$ cat config.mk
export PLATFORM = sky130hd
export DESIGN_NAME = row_profile_run_segmenter_flat
export DESIGN_NICKNAME = d
export VERILOG_FILES = /design/src/hw/rtl/rprs_pkg.sv /design/src/hw/rtl/rprs_pix_if.sv /design/src/hw/rtl/rprs_run_if.sv /design/src/hw/rtl/row_profile_run_segmenter.sv /design/src/hw/rtl/rprs_cfg_regs.sv /design/src/flat_wrapper.sv
export SDC_FILE = /design/constraint.sdc
export NUM_CORES = 1
export LEC_CHECK = 0
export BUFFER_PORTS_ARGS = -buffer_cell sky130_fd_sc_hd__buf_2
export CORE_ASPECT_RATIO = 1.25
export CORE_MARGIN = 5
export CORE_UTILIZATION = 30
export CTS_BUF_LIST = sky130_fd_sc_hd__clkbuf_8
export DETAILED_ROUTE_END_ITERATION = 10
export PLACE_DENSITY = 0.44
export SKIP_LAST_GASP = 1
export SLEW_MARGIN = 20
export SYNTH_ARGS = -nofsm -noshare
export SYNTH_HDL_FRONTEND = slang
export SYNTH_SLANG_ARGS = --single-unit
$ cat constraint.sdc
create_clock -name clk -period 8.94 [get_ports clk]
set_input_delay 2.682 -clock clk [delete_from_list [all_inputs] [get_ports clk]]
set_output_delay 2.682 -clock clk [all_outputs]
set_load 0.1 [all_outputs]
$ cat src/hw/rtl/rprs_pkg.sv
// Shared types and constants for the row profile run segmenter.
package rprs_pkg;

    localparam int MaxLinePixels = 4096;
    localparam int MaxLines      = 4096;

    localparam int CntW  = 13;
    localparam int LineW = 12;
    localparam int RunW  = 12;
    localparam int GrayW = 8;
    localparam int FillW = 9;
    localparam int LhsW  = CntW + 8;
    localparam int RhsW  = CntW + FillW;

    localparam logic [CntW-1:0] CntCap =
        CntW'((MaxLinePixels < 8191) ? MaxLinePixels : 8191);
    localparam logic [LineW-1:0] LineCap = LineW'(MaxLines - 1);
    localparam logic [RunW-1:0]  RunCap  = {RunW{1'b1}};

    localparam int AddrW = 4;
    localparam int DataW = 32;

    typedef enum logic [1:0] {
        REG_BLACK_THRESHOLD = 2'd0,
        REG_FILL_FRACTION   = 2'd1,
        REG_GAP_LIMIT       = 2'd2,
        REG_START_INDEX     = 2'd3
    } reg_idx_t;

    localparam logic [GrayW-1:0] BlackThresholdRst = 8'd128;
    localparam logic [FillW-1:0] FillFractionRst   = 9'd26;
    localparam logic [LineW-1:0] GapLimitRst       = 12'd2;
    localparam logic [LineW-1:0] StartIndexRst     = 12'd0;

    typedef struct packed {
        logic [GrayW-1:0] black_threshold;
        logic [FillW-1:0] fill_fraction_q8;
        logic [LineW-1:0] gap_limit;
        logic [LineW-1:0] start_index;
    } cfg_t;

endpackage

$ cat src/hw/rtl/rprs_pix_if.sv
// Pixel item channel.
interface rprs_pix_if;
    logic                       valid;
    logic                       ready;
    logic [rprs_pkg::GrayW-1:0] pixel_gray;
    logic                       line_end;
    logic                       scan_end;

    modport source (output valid, output pixel_gray, output line_end, output scan_end,
                    input ready);
    modport sink   (input valid, input pixel_gray, input line_end, input scan_end,
                    output ready);
endinterface

$ cat src/hw/rtl/rprs_run_if.sv
// Run result item channel.
interface rprs_run_if;
    logic                      valid;
    logic                      ready;
    logic [rprs_pkg::LineW-1:0] run_first;
    logic [rprs_pkg::LineW-1:0] run_last;
    logic [rprs_pkg::RunW-1:0]  run_number;

    modport source (output valid, output run_first, output run_last, output run_number,
                    input ready);
    modport sink   (input valid, input run_first, input run_last, input run_number,
                    output ready);
endinterface

$ cat src/hw/rtl/row_profile_run_segmenter.sv
// Row profile run segmenter: top level with line classifier and run tracker.
//
//   channel | dir | handshake     | payload
//   pix     | in  | valid/ready   | pixel_gray[7:0], line_end, scan_end
//   run     | out | valid/ready   | run_first[11:0], run_last[11:0], run_number[11:0]
//   apb     | in  | psel/penable  | paddr[3:0], pwdata/prdata[31:0], pready tied high
//
// One pixel item per cycle sustained while run is not stalled; a run item leaves
// after the pixel that closes it via the input register, then the result register.
// The input register advances whenever the result register is empty or being taken,
// so a stalled run output holds one pixel in the input register and then stalls pix.
// Reset clears counts, run state and line index (to start_index reset value).
module row_profile_run_segmenter (
    input  logic                          clk,
    input  logic                          rst_n,
    rprs_pix_if.sink                      pix,
    rprs_run_if.source                    run,
    input  logic                          psel,
    input  logic                          penable,
    input  logic                          pwrite,
    input  logic [rprs_pkg::AddrW-1:0]    paddr,
    input  logic [rprs_pkg::DataW-1:0]    pwdata,
    output logic [rprs_pkg::DataW-1:0]    prdata,
    output logic                          pready
);

    rprs_pkg::cfg_t cfg;

    rprs_cfg_regs u_cfg (
        .clk     (clk),
        .rst_n   (rst_n),
        .psel    (psel),
        .penable (penable),
        .pwrite  (pwrite),
        .paddr   (paddr),
        .pwdata  (pwdata),
        .prdata  (prdata),
        .pready  (pready),
        .cfg     (cfg)
    );

    // input register
    logic                       in_valid_reg;
    logic [rprs_pkg::GrayW-1:0] gray_reg;
    logic                       eol_reg;
    logic                       eos_reg;

    // per-scan state
    logic [rprs_pkg::CntW-1:0]  black_cnt_reg, black_cnt_next;
    logic [rprs_pkg::CntW-1:0]  pix_cnt_reg, pix_cnt_next;
    logic [rprs_pkg::LineW-1:0] line_idx_reg, line_idx_next;
    logic                       in_run_reg, in_run_next;
    logic [rprs_pkg::LineW-1:0] run_begin_reg, run_begin_next;
    logic [rprs_pkg::LineW-1:0] last_dark_reg, last_dark_next;
    logic [rprs_pkg::RunW-1:0]  runs_reg, runs_next;

    // result register
    logic                       out_valid_reg;
    logic [rprs_pkg::LineW-1:0] out_first_reg;
    logic [rprs_pkg::LineW-1:0] out_last_reg;
    logic [rprs_pkg::RunW-1:0]  out_num_reg;

    logic                       out_free;
    logic                       advance;
    logic                       line_done;
    logic [rprs_pkg::CntW-1:0]  black_cnt_inc;
    logic [rprs_pkg::CntW-1:0]  pix_cnt_inc;
    logic [rprs_pkg::LhsW:0]    lhs;
    logic [rprs_pkg::RhsW-1:0]  rhs;
    logic                       dark;
    logic [rprs_pkg::LineW-1:0] gap_len;
    logic                       emit_gap;
    logic                       emit;
    logic                       in_run_mid;
    logic [rprs_pkg::LineW-1:0] run_begin_mid;
    logic [rprs_pkg::LineW-1:0] last_dark_mid;

    assign out_free  = !out_valid_reg || run.ready;
    assign advance   = in_valid_reg && out_free;
    assign pix.ready = !in_valid_reg || out_free;

    assign run.valid      = out_valid_reg;
    assign run.run_first  = out_first_reg;
    assign run.run_last   = out_last_reg;
    assign run.run_number = out_num_reg;

    always_comb
    begin
        line_done = eol_reg || eos_reg;

        black_cnt_inc = black_cnt_reg;
        if ((gray_reg < cfg.black_threshold) && (black_cnt_reg < rprs_pkg::CntCap))
        begin
            black_cnt_inc = black_cnt_reg + 1'b1;
        end
        pix_cnt_inc = pix_cnt_reg;
        if (pix_cnt_reg < rprs_pkg::CntCap)
        begin
            pix_cnt_inc = pix_cnt_reg + 1'b1;
        end

        // black*256 > fill*pixels
        lhs  = {1'b0, black_cnt_inc, 8'd0};
        rhs  = rprs_pkg::RhsW'(cfg.fill_fraction_q8) * rprs_pkg::RhsW'(pix_cnt_inc);
        dark = rprs_pkg::RhsW'(lhs) > rhs;

        gap_len  = line_idx_reg - last_dark_reg;
        emit_gap = line_done && !dark && in_run_reg && (line_idx_reg >= last_dark_reg)
                   && (gap_len > cfg.gap_limit);

        in_run_mid    = in_run_reg;
        run_begin_mid = run_begin_reg;
        last_dark_mid = last_dark_reg;
        if (line_done && dark)
        begin
            in_run_mid    = 1'b1;
            last_dark_mid = line_idx_reg;
            if (!in_run_reg)
            begin
                run_begin_mid = line_idx_reg;
            end
        end
        else if (emit_gap)
        begin
            in_run_mid = 1'b0;
        end

        emit = emit_gap || (eos_reg && in_run_mid);

        black_cnt_next = line_done ? '0 : black_cnt_inc;
        pix_cnt_next   = line_done ? '0 : pix_cnt_inc;
        line_idx_next  = line_idx_reg;
        if (line_done && (line_idx_reg < rprs_pkg::LineCap))
        begin
            line_idx_next = line_idx_reg + 1'b1;
        end
        in_run_next    = in_run_mid && !emit;
        run_begin_next = run_begin_mid;
        last_dark_next = last_dark_mid;
        runs_next      = runs_reg;
        if (emit && (runs_reg < rprs_pkg::RunCap))
        begin
            runs_next = runs_reg + 1'b1;
        end

        if (eos_reg)
        begin
            line_idx_next  = (cfg.start_index > rprs_pkg::LineCap) ? rprs_pkg::LineCap
                                                                   : cfg.start_index;
            in_run_next    = 1'b0;
            run_begin_next = '0;
            last_dark_next = '0;
            runs_next      = '0;
        end
    end

    always_ff @(posedge clk or negedge rst_n)
    begin
        if (!rst_n)
        begin
            in_valid_reg  <= 1'b0;
            out_valid_reg <= 1'b0;
            black_cnt_reg <= '0;
            pix_cnt_reg   <= '0;
            line_idx_reg  <= rprs_pkg::StartIndexRst;
            in_run_reg    <= 1'b0;
            run_begin_reg <= '0;
            last_dark_reg <= '0;
            runs_reg      <= '0;
        end
        else
        begin
            if (pix.ready)
            begin
                in_valid_reg <= pix.valid;
            end
            if (out_free)
            begin
                out_valid_reg <= advance && emit;
            end
            if (advance)
            begin
                black_cnt_reg <= black_cnt_next;
                pix_cnt_reg   <= pix_cnt_next;
                line_idx_reg  <= line_idx_next;
                in_run_reg    <= in_run_next;
                run_begin_reg <= run_begin_next;
                last_dark_reg <= last_dark_next;
                runs_reg      <= runs_next;
            end
        end
    end

    always_ff @(posedge clk)
    begin
        if (pix.valid && pix.ready)
        begin
            gray_reg <= pix.pixel_gray;
            eol_reg  <= pix.line_end;
            eos_reg  <= pix.scan_end;
        end
        if (advance && emit)
        begin
            out_first_reg <= run_begin_mid;
            out_last_reg  <= last_dark_mid;
            out_num_reg   <= runs_reg;
        end
    end

endmodule

$ cat src/hw/rtl/rprs_cfg_regs.sv
// APB configuration registers.
module rprs_cfg_regs (
    input  logic                          clk,
    input  logic                          rst_n,
    input  logic                          psel,
    input  logic                          penable,
    input  logic                          pwrite,
    input  logic [rprs_pkg::AddrW-1:0]    paddr,
    input  logic [rprs_pkg::DataW-1:0]    pwdata,
    output logic [rprs_pkg::DataW-1:0]    prdata,
    output logic                          pready,
    output rprs_pkg::cfg_t                cfg
);

    rprs_pkg::cfg_t   cfg_reg;
    rprs_pkg::reg_idx_t idx;
    logic             wr_en;

    assign pready = 1'b1;
    assign wr_en  = psel && penable && pwrite;
    assign idx    = rprs_pkg::reg_idx_t'(paddr[3:2]);
    assign cfg    = cfg_reg;

    always_ff @(posedge clk or negedge rst_n)
    begin
        if (!rst_n)
        begin
            cfg_reg.black_threshold  <= rprs_pkg::BlackThresholdRst;
            cfg_reg.fill_fraction_q8 <= rprs_pkg::FillFractionRst;
            cfg_reg.gap_limit        <= rprs_pkg::GapLimitRst;
            cfg_reg.start_index      <= rprs_pkg::StartIndexRst;
        end
        else if (wr_en)
        begin
            unique case (idx)
                rprs_pkg::REG_BLACK_THRESHOLD:
                    cfg_reg.black_threshold  <= pwdata[rprs_pkg::GrayW-1:0];
                rprs_pkg::REG_FILL_FRACTION:
                    cfg_reg.fill_fraction_q8 <= pwdata[rprs_pkg::FillW-1:0];
                rprs_pkg::REG_GAP_LIMIT:
                    cfg_reg.gap_limit        <= pwdata[rprs_pkg::LineW-1:0];
                rprs_pkg::REG_START_INDEX:
                    cfg_reg.start_index      <= pwdata[rprs_pkg::LineW-1:0];
                default: ;
            endcase
        end
    end

    always_comb
    begin
        prdata = '0;
        unique case (idx)
            rprs_pkg::REG_BLACK_THRESHOLD:
                prdata = rprs_pkg::DataW'(cfg_reg.black_threshold);
            rprs_pkg::REG_FILL_FRACTION:
                prdata = rprs_pkg::DataW'(cfg_reg.fill_fraction_q8);
            rprs_pkg::REG_GAP_LIMIT:
                prdata = rprs_pkg::DataW'(cfg_reg.gap_limit);
            rprs_pkg::REG_START_INDEX:
                prdata = rprs_pkg::DataW'(cfg_reg.start_index);
            default: prdata = '0;
        endcase
    end

endmodule

$ cat src/flat_wrapper.sv
// flat-port wrapper written by rule: the top's interface ports become plain ports
module row_profile_run_segmenter_flat 
  (clk, rst_n, psel, penable, pwrite, paddr, pwdata, prdata, pready, pix_valid, pix_pixel_gray, pix_line_end, pix_scan_end, pix_ready, run_valid, run_run_first, run_run_last, run_run_number, run_ready);
  rprs_pix_if pix_i ();
  rprs_run_if run_i ();
  input  logic clk;
  input  logic rst_n;
  input  logic psel;
  input  logic penable;
  input  logic pwrite;
  input  logic [rprs_pkg::AddrW-1:0] paddr;
  input  logic [rprs_pkg::DataW-1:0] pwdata;
  output logic [rprs_pkg::DataW-1:0] prdata;
  output logic pready;
  input wire logic [$bits(pix_i.valid)-1:0] pix_valid;
  input wire logic [$bits(pix_i.pixel_gray)-1:0] pix_pixel_gray;
  input wire logic [$bits(pix_i.line_end)-1:0] pix_line_end;
  input wire logic [$bits(pix_i.scan_end)-1:0] pix_scan_end;
  output wire logic [$bits(pix_i.ready)-1:0] pix_ready;
  output wire logic [$bits(run_i.valid)-1:0] run_valid;
  output wire logic [$bits(run_i.run_first)-1:0] run_run_first;
  output wire logic [$bits(run_i.run_last)-1:0] run_run_last;
  output wire logic [$bits(run_i.run_number)-1:0] run_run_number;
  input wire logic [$bits(run_i.ready)-1:0] run_ready;
  assign pix_i.valid = pix_valid;
  assign pix_i.pixel_gray = pix_pixel_gray;
  assign pix_i.line_end = pix_line_end;
  assign pix_i.scan_end = pix_scan_end;
  assign pix_ready = pix_i.ready;
  assign run_valid = run_i.valid;
  assign run_run_first = run_i.run_first;
  assign run_run_last = run_i.run_last;
  assign run_run_number = run_i.run_number;
  assign run_i.ready = run_ready;
  row_profile_run_segmenter u_core (.clk(clk), .rst_n(rst_n), .pix(pix_i), .run(run_i), .psel(psel), .penable(penable), .pwrite(pwrite), .paddr(paddr), .pwdata(pwdata), .prdata(prdata), .pready(pready));
endmodule
==> results of run 1 <==
[kinds of logic (layout without fill, tap and decap cells)]
group	count (synthesis)	count (layout)	share of synthesized area
AND/OR/NAND/NOR	397	397	0.159
AO/OA/AOI/OAI	249	249	0.131
buffers and inverters	234	312	0.0761
adder cells (fa/ha/maj)	169	169	0.206
flip-flops	164	164	0.330
multiplexers	66	66	0.0661
XOR/XNOR	47	47	0.0324
other	2	22	0.000571
[cell usage after synthesis (8+ instances only)]
master,instances,area (um2)
inv_1,160,601
ha_1,90,1130
xor2_1,21,184
clkbuf_1,41,154
and2_1,62,388
a311oi_1,11,96.3
nand4_1,12,75.1
xnor2_1,24,210
and3_1,21,131
a22o_1,10,87.6
nand3_1,35,175
nand2b_1,16,100
nor2b_1,27,169
a21o_1,12,90.1
mux2_4,12,180
a221o_1,16,160
a31oi_1,16,100
mux4_2,8,180
dfrtp_1,113,2830
buf_4,21,158
edfxtp_1,46,1380
fa_1,79,1580
nor2_1,41,154
nand2_1,118,443
o21ai_0,73,365
a21oi_1,43,215
nor3_1,24,120
mux2_2,38,428
[layer usage]
layer  vias to the layer above  share of wire
li1                       4732              -
met1                      4966           0.42
met2                       104           0.54
met3                        36          0.017
met4                         0          0.022
met5                         -              0
[through the flow]
step | hold WS [ns] | power [uW] | area [um2] | cells
finish | 0.515 | 4240 | 14700 | 1991
floorplan | 0.463 | 3030 | 13200 | 1347
global placement | 0.492 | 3660 | 14300 | 1958
CTS | 0.515 | 4300 | 14700 | 1990
detailed placement | 0.493 | 3680 | 14300 | 1958
global route | 0.533 | 4560 | 14700 | 1991
[power groups by stage]
stage	Sequential, uW	Combinational, uW	Clock [uW]
4_1_cts	1270	2410	621
6_report	1270	2380	598
5_1_grt	1300	2620	645
3_3_place_gp	1280	2380	0
3_5_place_dp	1290	2390	0
2_1_floorplan	1650	1380	0
[final cells by class]
class | instances | area share
clock inverter | 15 | 0.0122
tap | 565 | 0.0480
sequential | 164 | 0.295
inverter | 160 | 0.0408
clock buffer | 17 | 0.0159
antenna | 1 | 0.000170
multi-input combinational | 949 | 0.537
timing repair buffer | 120 | 0.0511
[critical path: cells and delay by family, from the launching register on]
family                     cells  cell delay, ns
adders and majority gates      7            2.92
xor gates and xnor gates       2            0.39
buffers and inverters          7            0.90
DFF                            1            0.45
AOI/OAI and AO/OA              8            1.30
and+or+nand+nor               11            2.01
[what timing repair did]
item,in CTS,in global routing
setup buffers,0,0
resized for setup,0,1
endpoints found under the setup margin,0,36
[worst max path at each step]
stage                                      to  slack [ns]  cells after the start
floorplan             u_core.run.run_first[0]        0.60                     31
global placement    u_core.run.run_number[11]        0.56                     35
detailed placement  u_core.run.run_number[11]        0.55                     33
CTS                  u_core.run.run_number[2]        0.50                     33
global route         u_core.run.run_number[4]        0.09                     35
finish               u_core.run.run_number[2]        0.64                     35
==> summary.md, run 1 <==
| Metric | Value |
|---|---|
| WS Path Type | `register to register` |
| Setup TNS Final | `0 ns` |
| Post-Route Skew | `0.0195 ns` |
| Status | `finished clean` |
| CP peak stage delay | `0.55 ns` |
| R2R Path Start | `u_core.pix_cnt_reg[0]` |
| Internal power | `2100 uW` |
| Pleak | `0.00676 uW` |
| DRT Pass-1 Iters | `5` |
| Die W | `197 um` |
| Final Setup Violations | `0` |
| Clk buf depth | `2` |
| Met1 GRT Util | `0.191` |
| CP Max Fanout | `18` |
| Syn Area/Cell | `9.91 um2` |
| Setup crit end kind | `register` |
| Vias | `9838` |
| Seq/Total Area, Yosys | `0.330` |
| Reg clk slew, reported paths | `0.10 ns` |
| FMAX | `121 MHz` |
| Worst reg2reg endpoint | `u_core.run.run_number[2]` |
| Worst Tran Pin Value | `1.01 ns` |
| Post-route ant nets | `0` |
| Post-route DRC | `0` |
| Post-DP HPWL | `27400 um` |
| R2R setup slack | `0.64 ns` |
| Filler cells | `4454` |
| Period Utilization, post-route | `0.928` |
| Register share of total power | `0.299` |
| Vias/cell | `4.94` |
| Main synth FF type | `dfrtp_1` |
| Commonest non-fill, non-tap cell in the layout | `inv_1` |
| Critical Path AT | `8.51 ns` |
| Final setup margin | `0.641 ns` |
| Worst Hold End | `u_core.run.run_number[1]` |
| Max reg flops | `41` |
| Die H | `244 um` |
| Met3 Use GR | `0.0169` |
| Share of layout cells above drive strength 1 | `0.169` |
| Commonest non-fill, non-tap cells in the layout | `162 x inv_1, 117 x nand2_1, 113 x dfrtp_1` |
| Final Max Tran Viols | `0` |
| WL final | `36500 um` |
| Fin crit period | `8.30 ns` |
| Util after Layout | `0.340` |
| Num CTS Buffers | `17` |
| H-tree levels | `4` |
| Final Hold Fails | `0` |
| Crit path from | `u_core.pix_cnt_reg[0]` |
| Area Growth Syn to Fin | `11.9%` |
| #FFs+latches synth | `164` |
| Gr ovfl total | `0` |
| IO Pins | `124` |
| WHS Path Cells | `0` |
| HP Start | `u_core.runs_reg[1]` |
| Synth async-reset ratio | `0.720` |
| Total track usage | `0.157` |
| Crit-path most repeated cell | `fa_1` |
| DRT iter0 DRCs | `555` |
| Hold Path Class | `register to register` |
| Crit-path slowest cell | `fa_1` |
| Clk network pwr share | `0.141` |
| Most Used Layer, Global Route | `met2` |
| Cell count after synthesis | `1328` |
| Switch Pwr | `2140 uW` |
| Number of global-route vias before repair | `10500` |
| NumNets Final | `1634` |
| Switch share | `0.505` |
| Max transition margin | `0.326` |
| Post-synth EDFFs | `46` |
| Initial antenna violation count | `1` |
| Multi-input gate area | `0.00791 mm2` |
| Peak supply drop | `0.252 mV` |
| First-pass GRT wire length | `59600 um` |
| Die footprint | `0.0482 mm2` |
| Pre-CTS setup slack | `0.548 ns` |
| Sequential cell area | `0.00434 mm2` |
| Logic gate share of total power | `0.560` |
| YS warnings | `0` |
| Synthesized cell area | `0.0132 mm2` |
| CTS hold repair buffers | `0` |
| Initial Utilization | `0.304` |
| Worst reg2reg path depth | `35` |
| Core box area | `0.0433 mm2` |
| Avg WL per Cell | `18.3 um` |
| Clock root cell | `clkbuf_8` |
| CP startpoint kind | `register` |
| # port buffers | `80` |
| RSZ-0062 raised after global routing | `false` |
| Power density over the cells | `288 mW/mm2` |
| Netlist cell types | `75` |
| Clk sinks | `164` |
| RD Place Congestion | `0.777` |
| Skew-Pair Late Insertion Delay | `0.50 ns` |
| Critical Path RT | `9.15 ns` |
| Row count | `85` |
| Max_cap viols | `0` |
| Met2 GRT Util | `0.287` |
| TritonCTS clock tree | `done` |
| Largest net degree at the start of global routing | `65` |
Power figures use the tool's default switching activity.
==> run 2: changes to the inputs <==
Settings changed: CTS_BUF_LIST sky130_fd_sc_hd__clkbuf_8 to not set.
==> summary.md, run 2 (synthesis gave the netlist of run 1 again) <==
| Metric | Value |
|---|---|
| Crit-path slowest cell | `fa_1 (unchanged)` |
| Final setup margin | `0.649 ns (was 0.641 ns)` |
| Critical Path RT | `9.08 ns (was 9.15 ns)` |
| Post-route DRC | `0 (unchanged)` |
| FMAX | `121 MHz (about the same)` |
| Die W | `197 um (unchanged)` |
| Power density over the cells | `297 mW/mm2 (was 288 mW/mm2)` |
| Setup crit end kind | `register (unchanged)` |
| TritonCTS clock tree | `done (unchanged)` |
| IO Pins | `124 (unchanged)` |
| Final Setup Violations | `0 (unchanged)` |
| Post-DP HPWL | `27400 um (unchanged)` |
| Number of global-route vias before repair | `10500 (about the same)` |
| Post-route ant nets | `0 (unchanged)` |
| Avg WL per Cell | `18.3 um (about the same)` |
| Max reg flops | `41 (unchanged)` |
| Status | `finished clean (unchanged)` |
| CP peak stage delay | `0.55 ns (about the same)` |
| Die H | `244 um (unchanged)` |
| Largest net degree at the start of global routing | `65 (unchanged)` |
| # port buffers | `80 (unchanged)` |
| Vias | `9858 (was 9838)` |
| Final Hold Fails | `0 (unchanged)` |
| Pleak | `0.00684 uW (was 0.00676 uW)` |
| Initial Utilization | `0.304 (unchanged)` |
| Commonest non-fill, non-tap cells in the layout | `160 x inv_1, 117 x nand2_1, 113 x dfrtp_1 (was 162 x inv_1, 117 x nand2_1, 113 x dfrtp_1)` |
| Die footprint | `0.0482 mm2 (unchanged)` |
| RD Place Congestion | `0.777 (unchanged)` |
| Gr ovfl total | `0 (unchanged)` |
| Clock root cell | `clkbuf_16 (was clkbuf_8)` |
| Max_cap viols | `0 (unchanged)` |
| Share of layout cells above drive strength 1 | `0.169 (unchanged)` |
| RSZ-0062 raised after global routing | `false (unchanged)` |
| Hold Path Class | `register to register (unchanged)` |
| Setup TNS Final | `0 ns (unchanged)` |
| DRT iter0 DRCs | `592 (was 555)` |
| Util after Layout | `0.345 (was 0.340)` |
| Fin crit period | `8.29 ns (was 8.30 ns)` |
| Period Utilization, post-route | `0.927 (was 0.928)` |
| Bufs and invs on worst path | `7 (unchanged)` |
| Row count | `85 (unchanged)` |
| Core box area | `0.0433 mm2 (unchanged)` |
| Vias/cell | `4.95 (was 4.94)` |
| Peak supply drop | `0.259 mV (was 0.252 mV)` |
| Clk buf depth | `2 (unchanged)` |
| Reg clk slew, reported paths | `0.07 ns (was 0.10 ns)` |
| Max transition margin | `0.306 (was 0.326)` |
| Crit-path most repeated cell | `fa_1 (unchanged)` |
| R2R Path Start | `u_core.pix_cnt_reg[0] (unchanged)` |
| HP Start | `u_core.runs_reg[1] (unchanged)` |
| NumNets Final | `1634 (unchanged)` |
| Clk sinks | `164 (unchanged)` |
| Crit path from | `u_core.pix_cnt_reg[0] (unchanged)` |
| Critical Path AT | `8.43 ns (was 8.51 ns)` |
| CP startpoint kind | `register (unchanged)` |
| DRT Pass-1 Iters | `5 (unchanged)` |
| Post-Route Skew | `0.0139 ns (was 0.0195 ns)` |
| Skew-Pair Late Insertion Delay | `0.44 ns (was 0.50 ns)` |
| Num CTS Buffers | `17 (unchanged)` |
| Pre-CTS setup slack | `0.548 ns (unchanged)` |
| Total track usage | `0.156 (was 0.157)` |
| Area Growth Syn to Fin | `13.3% (was 11.9%)` |
| WL final | `36500 um (about the same)` |
| Crit-path leading delay family | `adder cells (unchanged)` |
| Worst hold slack | `0.513 ns (was 0.515 ns)` |
| H-tree levels | `4 (unchanged)` |
| First-pass GRT wire length | `59500 um (was 59600 um)` |
| Filler cells | `4433 (was 4454)` |
| # diodes | `0 (was 1)` |
| WS Path Type | `register to register (unchanged)` |
| Commonest non-fill, non-tap cell in the layout | `inv_1 (unchanged)` |
| Worst Tran Pin Value | `1.04 ns (was 1.01 ns)` |
| Initial antenna violation count | `0 (was 1)` |
| CP Max Fanout | `18 (unchanged)` |
| Final Max Tran Viols | `0 (unchanged)` |
run 2: changes by cell type in the layout (fill, tap and decap cells not counted):
cell,delta
clkbuf_1,+2
clkbuf_16,+17
clkbuf_8,-17
diode_2,-1
inv_1,-2
run 2: stage by stage:
step,std cells,total power (uW),area (um2)
after floorplan,1347,3030,13200
after global placement,1958,3660,14300
after detailed placement,1958,3680,14300
after CTS,1990,4490,14900
after global routing,1990,4750,14900
final,1990,4430,14900
run 2: path summary, 6_finish.rpt:
check                      cells past startpoint  slack (ns)                       end
max                                           35        0.65  u_core.run.run_number[2]
min                                            0        0.51  u_core.run.run_number[1]
max reg2reg                                   35        0.65  u_core.run.run_number[2]
min reg2reg                                    0        0.51  u_core.run.run_number[1]
max in group asynchronous                      2        5.21      u_core.u_cfg.cfg[26]
min in group asynchronous                      1        2.39       u_core.runs_reg[11]
run 2: power by group:
part	switching, uW	internal [uW]	total (uW)	leakage (uW)
registers	240	1030	1270	0.00194
logic	1580	792	2370	0.00461
clock network	337	445	781	0.000286
total	2160	2270	4430	0.00684
run 2: worst register-to-register path: cells and delay by family (launching register included):
kind / cells / cell delay (ns)
fa+ha+maj: 7 / 2.92
simple gates: 11 / 2.03
compound gates: 8 / 1.30
buf+inv: 7 / 0.90
flops: 1 / 0.44
xor+xnor: 2 / 0.39
run 2: final cells by class:
| type | instances | area, um2 | area share |
|---|---|---|---|
| tap | 565 | 707 | 0.0474 |
| inverter | 160 | 601 | 0.0403 |
| clock inverter | 13 | 173 | 0.0116 |
| timing repair buffer | 120 | 753 | 0.0505 |
| clock buffer | 19 | 433 | 0.0290 |
| sequential | 164 | 4340 | 0.291 |
| multi-input combinational | 949 | 7910 | 0.530 |
run 2: routing by layer:
metal / vias to the layer above / GRT usage / share of wire
met3: 27 / 0.0198 / 0.020
met5: - / 0 / 0
met2: 143 / 0.287 / 0.54
li1: 4729 / - / -
met1: 4959 / 0.192 / 0.42
met4: 0 / 0.0404 / 0.018
run 2: timing repair:
action	CTS	global route
resized for setup	0	1
hold buffers	0	0
endpoints found under the setup margin	0	36
setup buffers	0	0
==> run 3: changes to the inputs <==
Settings changed: SYNTH_HIERARCHICAL set to 1.
==> summary.md, run 3 <==
| Metric | Value |
|---|---|
| Status | `finished clean (unchanged)` |
| Critical Path AT | `8.45 ns (was 8.43 ns)` |
| Peak supply drop | `0.210 mV (was 0.259 mV)` |
| Crit-path slowest cell | `fa_1 (unchanged)` |
| Avg WL per Cell | `18.2 um (was 18.3 um)` |
| Multi-input gate area | `0.00765 mm2 (was 0.00791 mm2)` |
| Final Max Tran Viols | `0 (unchanged)` |
| WHS Path Cells | `0 (unchanged)` |
| Internal power | `2050 uW (was 2270 uW)` |
| Filler cells | `4317 (was 4433)` |
| Switch Pwr | `1840 uW (was 2160 uW)` |
| Commonest non-fill, non-tap cell in the layout | `inv_1 (unchanged)` |
| Largest net degree at the start of global routing | `68 (was 65)` |
| Vias | `9424 (was 9858)` |
| Max_cap viols | `0 (unchanged)` |
| Final Hold Fails | `0 (unchanged)` |
| IO Pins | `124 (unchanged)` |
| Post-route DRC | `0 (unchanged)` |
| Setup crit end kind | `register (unchanged)` |
| CP Max Fanout | `25 (was 18)` |
| Post-CTS Repair Setup Buffers | `0 (unchanged)` |
| Initial Utilization | `0.304 (about the same)` |
| Row count | `84 (was 85)` |
| Logic gate share of total power | `0.498 (was 0.536)` |
| Post-cts sizing count | `0 (unchanged)` |
| Met1 GRT Util | `0.180 (was 0.192)` |
| Die footprint | `0.0470 mm2 (was 0.0482 mm2)` |
| Clk buf depth | `2 (unchanged)` |
| Die H | `241 um (was 244 um)` |
| Total track usage | `0.152 (was 0.156)` |
| Worst reg2reg path depth | `30 (was 35)` |
| Commonest non-fill, non-tap cells in the layout | `145 x inv_1, 125 x nand2_1, 113 x dfrtp_1 (was 160 x inv_1, 117 x nand2_1, 113 x dfrtp_1)` |
| Share of layout cells above drive strength 1 | `0.177 (was 0.169)` |
| Post-Route Skew | `0.0123 ns (was 0.0139 ns)` |
| Post-synth EDFFs | `46 (unchanged)` |
| Yosys top cell area share | `0.220 (was 0.215)` |
| Switch share | `0.473 (was 0.487)` |
| Met3 Use GR | `0.0228 (was 0.0198)` |
| Syn Area/Cell | `10.0 um2 (was 9.91 um2)` |
| Clock root cell | `clkbuf_16 (unchanged)` |
| Area Growth Syn to Fin | `13.3% (about the same)` |
| Die W | `195 um (was 197 um)` |
| NumNets Final | `1581 (was 1634)` |
| First-pass GRT wire length | `56400 um (was 59500 um)` |
| Synthesized cell area | `0.0128 mm2 (was 0.0132 mm2)` |
| Post-DP HPWL | `26400 um (was 27400 um)` |
| Fin crit period | `8.26 ns (was 8.29 ns)` |
| YS warnings | `6 (was 0)` |
| Gr ovfl total | `0 (unchanged)` |
| Initial antenna violation count | `1 (was 0)` |
| Worst reg2reg endpoint | `u_core/run.run_first[3] (was u_core.run.run_number[2])` |
| CP startpoint kind | `register (unchanged)` |
| Crit-path most repeated cell | `fa_1 (unchanged)` |
| CTS hold repair buffers | `0 (unchanged)` |
| # port buffers | `80 (unchanged)` |
| Worst Hold End | `u_core/run.run_number[5] (was u_core.run.run_number[1])` |
| H-tree levels | `4 (unchanged)` |
| Period Utilization, post-route | `0.924 (was 0.927)` |
| Power density over the cells | `267 mW/mm2 (was 297 mW/mm2)` |
| Register share of total power | `0.306 (was 0.287)` |
| Worst hold slack | `0.493 ns (was 0.513 ns)` |
| Post-synth top area cell | `dfrtp_1 (unchanged)` |
| Vias/cell | `4.88 (was 4.95)` |
| Hold Path Class | `register to register (unchanged)` |
| Worst Tran Pin Value | `0.959 ns (was 1.04 ns)` |
| WL final | `35200 um (was 36500 um)` |
| Number of global-route vias before repair | `9990 (was 10500)` |
| Commonest cells post-synth | `145 x inv_1, 125 x nand2_1, 113 x dfrtp_1, 90 x ha_1, 79 x fa_1 (was 160 x inv_1, 118 x nand2_1, 113 x dfrtp_1, 90 x ha_1, 79 x fa_1)` |
| R2R setup slack | `0.68 ns (was 0.65 ns)` |
| Critical Path RT | `9.13 ns (was 9.08 ns)` |
| Num CTS Buffers | `17 (unchanged)` |
| Main synth FF type | `dfrtp_1 (unchanged)` |
| CP peak stage delay | `0.58 ns (was 0.55 ns)` |
| R2R Path Start | `u_core/pix_cnt_reg[2] (was u_core.pix_cnt_reg[0])` |
| Netlist cell types | `73 (was 75)` |
| Clk network pwr share | `0.195 (was 0.177)` |
| FMAX | `121 MHz (about the same)` |
| Synth async-reset ratio | `0.720 (unchanged)` |
| Pleak | `0.00675 uW (was 0.00684 uW)` |
| RSZ-0062 raised after global routing | `false (unchanged)` |
| Cell count after synthesis | `1279 (was 1328)` |
| Met2 GRT Util | `0.284 (was 0.287)` |
| Setup TNS Final | `0 ns (unchanged)` |
| Core box area | `0.0421 mm2 (was 0.0433 mm2)` |
| Most Used Layer, Global Route | `met2 (unchanged)` |
| Dominant cells by area after synthesis | `dfrtp_1 22%, fa_1 12%, edfxtp_1 11%, ha_1 8.8%, mux2_2 5.6% (was dfrtp_1 21%, fa_1 12%, edfxtp_1 10%, ha_1 8.6%, inv_1 4.6%)` |
| HP Start | `u_core/runs_reg[5] (was u_core.runs_reg[1])` |
| Skew-Pair Late Insertion Delay | `0.44 ns (about the same)` |
| TritonCTS clock tree | `done (unchanged)` |
| DRT Pass-1 Iters | `5 (unchanged)` |
| # diodes | `0 (unchanged)` |
| Seq/Total Area, Yosys | `0.338 (was 0.330)` |
| Reg clk slew, reported paths | `0.07 ns (about the same)` |
| #FFs+latches synth | `164 (unchanged)` |
| Max transition margin | `0.354 (was 0.306)` |
| Final Setup Violations | `0 (unchanged)` |
| Max reg flops | `41 (unchanged)` |
| Clk sinks | `164 (unchanged)` |
| WS Path Type | `register to register (unchanged)` |
| Cell with the most instances after synthesis | `inv_1 (unchanged)` |
| RD Place Congestion | `0.763 (was 0.777)` |
| Sequential cell area | `0.00434 mm2 (unchanged)` |
| DRT iter0 DRCs | `466 (was 592)` |
| Post-route ant nets | `0 (unchanged)` |
[run 3: cell types whose count changed in the layout (fill, tap and decap cells not counted), sizes merged, moves of 11 or more]
cell	delta
a21o	+11
a221o	-16
a311oi	-11
a31oi	-12
inv	-11
mux2	+13
nand3	+14
nor2b	-14
nor3	-19
nor3b	-11
o211ai	+14
o21ai	-28
o31ai	+12
[run 3: worst max path at each step]
stage / from / to / cells after the start
after floorplan: u_core/pix_cnt_reg[12] / u_core/run.run_first[0] / 32
after global placement: u_core/pix_cnt_reg[2] / u_core/run.run_first[3] / 30
after detailed placement: u_core/pix_cnt_reg[0] / u_core/run.run_first[2] / 30
after CTS: u_core/pix_cnt_reg[0] / u_core/run.run_first[2] / 30
after global routing: u_core/pix_cnt_reg[0] / u_core/run.run_first[3] / 30
final: u_core/pix_cnt_reg[2] / u_core/run.run_first[3] / 30
[run 3: logic make-up (layout without fill, tap and decap cells)]
| group | after synthesis | in the layout | synth area share |
|---|---|---|---|
| AO/OA/AOI/OAI | 225 | 225 | 0.120 |
| XOR/XNOR | 47 | 47 | 0.0321 |
| adder cells (fa/ha/maj) | 169 | 169 | 0.211 |
| buffers and inverters | 217 | 291 | 0.0719 |
| flip-flops | 164 | 164 | 0.338 |
| multiplexers | 78 | 78 | 0.0752 |
| other | 2 | 21 | 0.000585 |
| AND/OR/NAND/NOR | 377 | 377 | 0.151 |
[run 3: layer usage]
layer / part of all wire / vias to the layer above
li1: - / 4540
met1: 0.41 / 4731
met2: 0.53 / 111
met3: 0.022 / 42
met4: 0.029 / 0
met5: 0 / -
[run 3: cell type report]
type,count,share of cell area
multi-input cells,917,0.527
flip-flops and latches,164,0.299
well taps,559,0.0481
inverters,146,0.0377
repair buffers,113,0.0482
clock inverters,15,0.0115
clock buffers,17,0.0293
[run 3: power groups by stage]
stage	sequential, uW	combinational, uW	clock (uW)
floorplan	1470	1170	0
global placement	1210	1940	0
detailed placement	1210	1960	0
CTS	1200	1970	782
global route	1220	2130	808
finish	1190	1940	759
[run 3: worst max-delay path, delay by kind of cell (launching register included)]
kind            cells  cell delay [ns]
mux                 1             0.40
compound gates      8             1.74
buf+inv             5             0.61
simple gates        8             1.59
flops               1             0.43
fa+ha+maj           6             2.67
xor+xnor            2             0.58
[run 3: per-stage QoR]
step | worst slack, ns | cells | area, um2 | power, uW | utilization
global route | 0.00408 | 1931 | 14500 | 4160 | 0.345
finish | 0.679 | 1931 | 14500 | 3890 | 0.345
floorplan | 0.618 | 1298 | 12900 | 2640 | -
global placement | 0.686 | 1899 | 13900 | 3150 | 0.331
CTS | 0.599 | 1931 | 14500 | 3950 | 0.345
detailed placement | 0.645 | 1899 | 13900 | 3160 | 0.331
